File: src/hw/rtl/mat_pkg.sv
package mat_pkg;

  typedef enum logic [2:0] {
    PH_SKIP = 3'b001,
    PH_NUM  = 3'b010,
    PH_STOP = 3'b100
  } phase_e;

  typedef struct packed {
    logic [2:0]  bytes_parsed;
    logic [47:0] mac_addr;
    logic        addr_ok;
  } mac_result_t;

  localparam logic [7:0] CharNul   = 8'h00;
  localparam logic [7:0] CharSpace = 8'h20;
  localparam logic [7:0] CharTab   = 8'h09;
  localparam logic [7:0] CharColon = 8'h3a;
  localparam logic [7:0] AccumMax  = 8'hff;

  function automatic logic is_sep(input logic [7:0] c);
    return (c == CharSpace) || (c == CharTab) || (c == CharColon);
  endfunction

  // {is_digit, value}
  function automatic logic [4:0] hex_val(input logic [7:0] c);
    logic [4:0] r;
    r = 5'b0;
    if (c >= 8'h30 && c <= 8'h39) begin
      r = {1'b1, 4'(c - 8'h30)};
    end else if (c >= 8'h61 && c <= 8'h66) begin
      r = {1'b1, 4'(c - 8'h57)};
    end else if (c >= 8'h41 && c <= 8'h46) begin
      r = {1'b1, 4'(c - 8'h37)};
    end
    return r;
  endfunction

endpackage

File: src/hw/rtl/mat_stream_if.sv
interface mat_stream_if #(
  parameter type T = logic [7:0]
);
  logic valid;
  logic ready;
  T     data;

  modport source (output valid, output data, input ready);
  modport sink (input valid, input data, output ready);
endinterface

File: src/hw/rtl/mac_address_text_parser_top.sv
// Streaming parser for a hex hardware address of ADDR_BYTES bytes, one ASCII
// character per transfer on char_i. Space, tab and colon separate numbers; an
// oversized number or any other character stops parsing until the zero
// terminator, which yields one transfer on result_o (byte count, packed
// address with the first byte on top, and addr_ok). Other characters yield
// nothing. A character is taken every cycle unless a result waits on result_o:
// an input register feeds a single state-update step whose result goes to an
// output register, which raises result_o.valid for a terminator. When a result
// waits on result_o the update step holds, and one more character fits in the
// input register before char_i.ready drops.
module mac_address_text_parser_top
  import mat_pkg::*;
#(
  parameter int ADDR_BYTES = 6
) (
  input  logic              clk_i,
  input  logic              rst_ni,
  mat_stream_if.sink        char_i,
  mat_stream_if.source      result_o
);

  localparam int AW = 8 * ADDR_BYTES;
  localparam int CW = $clog2(ADDR_BYTES + 1);

  logic          in_vld_q;
  logic [7:0]    in_char_q;
  logic          out_vld_q;
  mac_result_t   out_q, out_d;

  phase_e        phase_q, phase_d;
  logic [CW-1:0] cnt_q, cnt_d, cnt_u;
  logic [7:0]    acc_q, acc_d;
  logic          ovf_q, ovf_d;
  logic [AW-1:0] addr_q, addr_d, addr_u;

  logic          adv, fire, term, last_byte, is_digit, sep, acc_en;
  logic [3:0]    dval;
  logic [4:0]    hv;
  logic [7:0]    acc_val;
  logic [63:0]   addr_w;
  logic [3:0]    cnt_w;

  assign adv    = !out_vld_q || result_o.ready;
  assign fire   = in_vld_q && adv;
  assign term   = (in_char_q == CharNul);
  assign char_i.ready = !in_vld_q || adv;

  assign result_o.valid = out_vld_q;
  assign result_o.data  = out_q;

  assign hv        = hex_val(in_char_q);
  assign is_digit  = hv[4];
  assign dval      = hv[3:0];
  assign sep       = is_sep(in_char_q);
  assign last_byte = (cnt_q == CW'(ADDR_BYTES - 1));

  always_comb begin
    phase_d = phase_q;
    acc_d   = acc_q;
    ovf_d   = ovf_q;
    acc_en  = 1'b0;
    acc_val = acc_q;
    if (term) begin
      unique case (phase_q)
        PH_SKIP: begin
          acc_en  = last_byte;
          acc_val = 8'h00;
        end
        PH_NUM: begin
          acc_en = last_byte && !ovf_q;
        end
        default: ;
      endcase
    end else begin
      unique case (phase_q)
        PH_SKIP: begin
          if (sep) begin
            phase_d = PH_SKIP;
          end else if (is_digit) begin
            acc_d   = {4'h0, dval};
            ovf_d   = 1'b0;
            phase_d = PH_NUM;
          end else begin
            phase_d = PH_STOP;
          end
        end
        PH_NUM: begin
          if (is_digit) begin
            if (acc_q[7:4] != 4'h0) begin
              acc_d = AccumMax;
              ovf_d = 1'b1;
            end else begin
              acc_d = {acc_q[3:0], dval};
            end
          end else if (sep && !ovf_q) begin
            acc_en  = 1'b1;
            phase_d = last_byte ? PH_STOP : PH_SKIP;
          end else begin
            phase_d = PH_STOP;
          end
        end
        default: phase_d = PH_STOP;
      endcase
    end

    addr_u = addr_q;
    for (int i = 0; i < ADDR_BYTES; i++) begin
      if (acc_en && cnt_q == CW'(ADDR_BYTES - 1 - i)) begin
        addr_u[8*i +: 8] = addr_q[8*i +: 8] | acc_val;
      end
    end
    cnt_u = acc_en ? cnt_q + CW'(1) : cnt_q;

    addr_w = 64'(addr_u);
    cnt_w  = 4'(cnt_u);
    out_d.bytes_parsed = cnt_w[2:0];
    out_d.mac_addr     = addr_w[47:0];
    out_d.addr_ok      = (cnt_u == CW'(ADDR_BYTES));

    if (term) begin
      phase_d = PH_SKIP;
      cnt_d   = '0;
      acc_d   = '0;
      ovf_d   = 1'b0;
      addr_d  = '0;
    end else begin
      cnt_d   = cnt_u;
      addr_d  = addr_u;
    end
  end

  always_ff @(posedge clk_i or negedge rst_ni) begin
    if (!rst_ni) begin
      in_vld_q  <= 1'b0;
      out_vld_q <= 1'b0;
      phase_q   <= PH_SKIP;
      cnt_q     <= '0;
      acc_q     <= '0;
      ovf_q     <= 1'b0;
      addr_q    <= '0;
    end else begin
      if (char_i.ready) begin
        in_vld_q <= char_i.valid;
      end
      if (adv) begin
        out_vld_q <= in_vld_q && term;
      end
      if (fire) begin
        phase_q <= phase_d;
        cnt_q   <= cnt_d;
        acc_q   <= acc_d;
        ovf_q   <= ovf_d;
        addr_q  <= addr_d;
      end
    end
  end

  always_ff @(posedge clk_i) begin
    if (char_i.ready) begin
      in_char_q <= char_i.data;
    end
    if (fire && term) begin
      out_q <= out_d;
    end
  end

`ifndef ASSERT_OFF
  a_ok_count: assert property (@(posedge clk_i) disable iff (!rst_ni)
    out_vld_q && out_q.addr_ok |-> out_q.bytes_parsed == 3'(ADDR_BYTES))
    else $error("addr_ok without a full byte count");

  a_full_stops: assert property (@(posedge clk_i) disable iff (!rst_ni)
    cnt_q == CW'(ADDR_BYTES) |-> phase_q == PH_STOP)
    else $error("all bytes parsed but parser not stopped");

  a_term_clears: assert property (@(posedge clk_i) disable iff (!rst_ni)
    fire && term |=> cnt_q == '0 && phase_q == PH_SKIP && addr_q == '0 && out_vld_q)
    else $error("terminator did not emit and clear state");
`endif

endmodule

File: src/flat_wrapper.sv
// flat-port wrapper written by rule: the top's interface ports become plain ports
module mac_address_text_parser_top_flat import mat_pkg::*;
#(
  parameter int ADDR_BYTES = 6
)
  (clk_i, rst_ni, char_i_valid, char_i_data, char_i_ready, result_o_valid, result_o_data, result_o_ready);
  mat_stream_if #(.T(logic [7:0])) char_i_i ();
  mat_stream_if #(.T(mac_result_t)) result_o_i ();
  input  logic clk_i;
  input  logic rst_ni;
  input wire logic [$bits(char_i_i.valid)-1:0] char_i_valid;
  input wire logic [$bits(char_i_i.data)-1:0] char_i_data;
  output wire logic [$bits(char_i_i.ready)-1:0] char_i_ready;
  output wire logic [$bits(result_o_i.valid)-1:0] result_o_valid;
  output wire logic [$bits(result_o_i.data)-1:0] result_o_data;
  input wire logic [$bits(result_o_i.ready)-1:0] result_o_ready;
  assign char_i_i.valid = char_i_valid;
  assign char_i_i.data = char_i_data;
  assign char_i_ready = char_i_i.ready;
  assign result_o_valid = result_o_i.valid;
  assign result_o_data = result_o_i.data;
  assign result_o_i.ready = result_o_ready;
  mac_address_text_parser_top #(.ADDR_BYTES(ADDR_BYTES)) u_core (.clk_i(clk_i), .rst_ni(rst_ni), .char_i(char_i_i), .result_o(result_o_i));
endmodule
File: config.mk
export PLATFORM = sky130hd
export DESIGN_NAME = mac_address_text_parser_top_flat
export DESIGN_NICKNAME = d
export VERILOG_FILES = /design/src/hw/rtl/mat_pkg.sv /design/src/hw/rtl/mat_stream_if.sv /design/src/hw/rtl/mac_address_text_parser_top.sv /design/src/flat_wrapper.sv
export SDC_FILE = /design/constraint.sdc
export NUM_CORES = 1
export LEC_CHECK = 0
export BUFFER_PORTS_ARGS = -buffer_cell sky130_fd_sc_hd__buf_2
export CAP_MARGIN = 20
export CELL_PAD_IN_SITES_DETAIL_PLACEMENT = 1
export CELL_PAD_IN_SITES_GLOBAL_PLACEMENT = 2
export CORE_ASPECT_RATIO = 1.5
export CORE_MARGIN = 2
export CORE_UTILIZATION = 30
export CTS_BUF_LIST = sky130_fd_sc_hd__clkbuf_8
export DETAILED_ROUTE_END_ITERATION = 8
export GPL_TIMING_DRIVEN = 0
export HOLD_SLACK_MARGIN = 0.1
export PLACE_DENSITY_LB_ADDON = 0.1
export SETUP_SLACK_MARGIN = 0.02
export SKIP_CTS_REPAIR_TIMING = 1
export SYNTH_ARGS = -nofsm -noshare
export SYNTH_HDL_FRONTEND = slang
export SYNTH_SLANG_ARGS = --single-unit
File: constraint.sdc
create_clock -name clk_i -period 4.4 [get_ports clk_i]
set_clock_uncertainty 0.05 [all_clocks]
set_input_delay 0.66 -clock clk_i [delete_from_list [all_inputs] [get_ports clk_i]]
set_output_delay 0.66 -clock clk_i [all_outputs]
set_load 0.005 [all_outputs]
==> reports/qor.log <==
INFO  critical_path  cell_by_cell_listing_of_the_critical_path=inv_1 -> ha_1 -> or4b_4 -> nor2_2 -> nand2_1 -> buf_2 -> clkinv_2 -> buf_12
INFO  critical_path  element_type_at_the_critical_path_start=flop
INFO  place          dp_worst_setup_slack=1200ps
INFO  floorplan      initial_utilization=30.4%
INFO  synthesis      synthesis.nets=458
INFO  clock_network  cts.reportedPaths.clkPinSlew=70ps
INFO  cells_and_area num-nets-final=543
INFO  timing         timing.final.max_slew_violations=0
INFO  timing         rsz_0062_raised_after_global_routing=no
INFO  timing         fin_crit_sh=72.3%
INFO  timing         timing.final.setup_violations=0
INFO  synthesis      synth_cell_types=56
INFO  worst_hold_path hp-class=in2async
INFO  clock_network  clk_latency=440ps
INFO  critical_path  cp_max_fo=32
INFO  critical_path  cp_data_arrival_time=3270ps
INFO  grt            grt_pass1_vias=4175
INFO  grt            maximum_number_of_pins_on_one_net_before_global_route_repair=66
INFO  drt            drt_pass1_iterations=4
INFO  synthesis      yosysSeqAreaShare=61.3%
INFO  timing         finalHoldWorstSlack=265ps
INFO  drt            average_routed_wire_per_standard_cell=19.3um
INFO  clock_network  cts_num_sinks=125
INFO  drt            drt_iter0_drc=263
INFO  run            max-cap-violations=0
INFO  timing         tightestPinTransition=879ps
INFO  synthesis      syn_area_per_cell=12.8um^2
INFO  grt            grt_overflow_total=0
INFO  place          port_buffers=65
INFO  timing         final_period_minus_worst_setup_slack=3180ps
INFO  timing         max_slew_headroom=41.4%
INFO  clock_network  clock_tree_from_tritoncts=yes
INFO  drt            detailroute.via_count=3860
INFO  floorplan      core-area=18400um^2
INFO  synthesis      synth_warnings=0
INFO  drt            postRouteAntennaNets=0
INFO  synthesis      synth_seq_cells=125
INFO  timing         setup_slack=1220ps
INFO  cells_and_area antennaDiodeCount=0
INFO  drt            wirelength=15200um
INFO  floorplan      die_y=171um
INFO  clock_network  cts_max_path_buffers=2
INFO  drt            drcViolationCount=0
INFO  critical_path  cp_slowest_cell=sky130_fd_sc_hd__edfxtp_1
INFO  floorplan      io-pin-count=66
INFO  cells_and_area finish.cell_count_without_fillers=786
INFO  drt            avgViaCountPerCell=4.91
INFO  synthesis      async_set_or_reset_flop_fraction_in_the_synthesized_netlist=52.0%
INFO  critical_path  endpoint_kind=flop
INFO  critical_path  cp.buffers_inverters=4
INFO  pwr            power_density=351nW/um^2
INFO  timing         setup_total_negative_slack=0ps
INFO  critical_path  worstPathRequired=4490ps
INFO  clock_network  htreeDepth=4
INFO  pwr            power.leakage=3.15nW
INFO  floorplan      fp.dieArea=19800um^2
INFO  critical_path  worst_path_largest_cell_delay=520ps
INFO  synthesis      mappedNetlistArea=5590um^2
INFO  cells_and_area finalCoreUtilization=36.3%
INFO  pwr            worst_ir_drop_vdd=144uV
INFO  place          dp_hpwl=10900um
INFO  outcome        status=completed
INFO  cells_and_area final_layout_size_suffix_gt1_share=24.0%
INFO  clock_network  clock-root-buffer=sky130_fd_sc_hd__clkbuf_8
INFO  synthesis      synth-edff-count=60
INFO  synthesis      synthesis.instances=436
INFO  floorplan      num_rows=61
INFO  cells_and_area postLayoutCellArea=6670um^2
INFO  grt            grt_pass1_wl=23900um
INFO  timing         fmax=315MHz
INFO  pwr            report.power.total=2.34mW
INFO  place          gp_congestion=0.809
INFO  cells_and_area syn_to_final_growth=19.3%
INFO  place          placedInstanceArea=6260um^2
INFO  floorplan      floorplan.die.width=115um
INFO  synthesis      synth-main-ff-cell=sky130_fd_sc_hd__dfrtp_1
INFO  grt            grt_antenna_before_repair=0
INFO  timing         hold_viol_final=0
INFO  critical_path  path_delay_family=buffers and inverters
INFO  critical_path  setup.worst_path.class=reg2reg
INFO  grt            grt_usage=16.4%
INFO  clock_network  numCtsBuffers=17
INFO  place          post-place-cells=754
-- cells by family (layout without fill, tap and decap cells) --
group | count (synthesis) | count (layout) | synth area share [%]
DFF | 125 | 125 | 61.3
muxes | 6 | 6 | 1.07
adders and majority gates | 10 | 10 | 2.24
xor gates and xnor gates | 1 | 1 | 0.157
and+or+nand+nor | 114 | 114 | 11.9
buffers and inverters | 41 | 139 | 3.78
AOI/OAI and AO/OA | 139 | 139 | 19.5
-- placed cells by master, fill, tap and decap left out, types with 4 or more instances in the layout --
cell type	n
sky130_fd_sc_hd__a21o_1	35
sky130_fd_sc_hd__a21oi_1	6
sky130_fd_sc_hd__a22o_1	24
sky130_fd_sc_hd__a31o_1	17
sky130_fd_sc_hd__a31oi_1	11
sky130_fd_sc_hd__a32o_1	9
sky130_fd_sc_hd__and2_1	12
sky130_fd_sc_hd__and3_1	13
sky130_fd_sc_hd__buf_2	68
sky130_fd_sc_hd__buf_4	5
sky130_fd_sc_hd__buf_6	5
sky130_fd_sc_hd__clkbuf_1	20
sky130_fd_sc_hd__clkbuf_8	18
sky130_fd_sc_hd__clkinv_2	4
sky130_fd_sc_hd__dfrtp_1	64
sky130_fd_sc_hd__edfxtp_1	60
sky130_fd_sc_hd__ha_1	10
sky130_fd_sc_hd__inv_1	7
sky130_fd_sc_hd__mux2i_1	6
sky130_fd_sc_hd__nand2_1	25
sky130_fd_sc_hd__nand2b_1	6
sky130_fd_sc_hd__nand3_1	5
sky130_fd_sc_hd__nand4_1	9
sky130_fd_sc_hd__nor2_1	20
sky130_fd_sc_hd__o21ai_0	15
sky130_fd_sc_hd__o22ai_1	4
sky130_fd_sc_hd__or3_1	4
-- path summary, 6_finish.rpt --
check                                    start                        to  slack, ps  cells past startpoint
setup reg to reg           u_core.in_char_q[1]  u_core.result_o.data[20]       1220                      8
max in group asynchronous               rst_ni          u_core.addr_q[9]       3440                      1
setup / recovery           u_core.in_char_q[1]  u_core.result_o.data[20]       1220                      8
min in group clk_i              char_i_data[2]       u_core.in_char_q[2]        340                      1
hold reg to reg               u_core.addr_q[8]          u_core.addr_q[8]        450                      2
hold / removal                          rst_ni          u_core.addr_q[2]        260                      1
-- synthesized netlist by cell type (all sizes together) (2+ instances only) --
cell type  count  area [um^2]
buf           14          110
a22o          24          210
nand3          6         35.0
nor3b          2         15.0
or3            4         25.0
nand4bb        3         33.8
o22ai          4         25.0
mux2i          6         60.1
dfrtp         64         1600
inv            6         22.5
and2          12         75.1
a31o          18          158
o2bb2ai        3         26.3
a21o          35          263
or2            2         12.5
clkbuf        20         75.1
nor3           3         20.0
a21oi          9         56.3
o21ai         16         80.1
a31oi         12         81.3
a32o           9         90.1
nor4b          4         65.1
edfxtp        60         1800
and3          13         81.3
nand2         25         93.8
nand2b         6         37.5
ha            10          125
nand4          9         56.3
nor2          21         81.3
-- where the power goes --
group / leakage (nW) / internal (mW) / switching (mW)
Combinational: 1.39 / 0.0164 / 0.0380
Sequential: 1.56 / 1.22 / 0.00592
Clock: 0.207 / 0.575 / 0.486
Total: 3.15 / 1.81 / 0.530
-- area by class of cell --
type / instances / area, um^2
Fill cell: 1985 / 11700
Sequential cell: 125 / 3430
Multi-Input combinational cell: 270 / 1950
Timing Repair Buffer: 66 / 348
Tap cell: 252 / 315
Clock buffer: 18 / 248
Buffer: 34 / 185
Clock inverter: 14 / 166
Inverter: 7 / 27.5
-- layer usage --
| layer | vias up | wire [um] | track usage [%] |
|---|---|---|---|
| met3 | 12 | 353 | 3.28 |
| met4 | 0 | 216 | 5.81 |
| met5 | - | 0 | 0 |
| met2 | 67 | 8300 | 29.9 |
| met1 | 1947 | 6280 | 18.7 |
| li1 | 1834 | - | - |
-- state kept, by name (all words and copies together) (netlist names) --
signal / cells
u_core.in_vld_q: 1
u_core.ovf_q: 1
u_core.acc_q: 8
u_core.result_o.data: 52
u_core.result_o.valid: 1
u_core.in_char_q: 8
u_core.addr_q: 48
u_core.cnt_q: 3
u_core.phase_q: 3
Note: power is estimated with default switching activity, not from simulation.
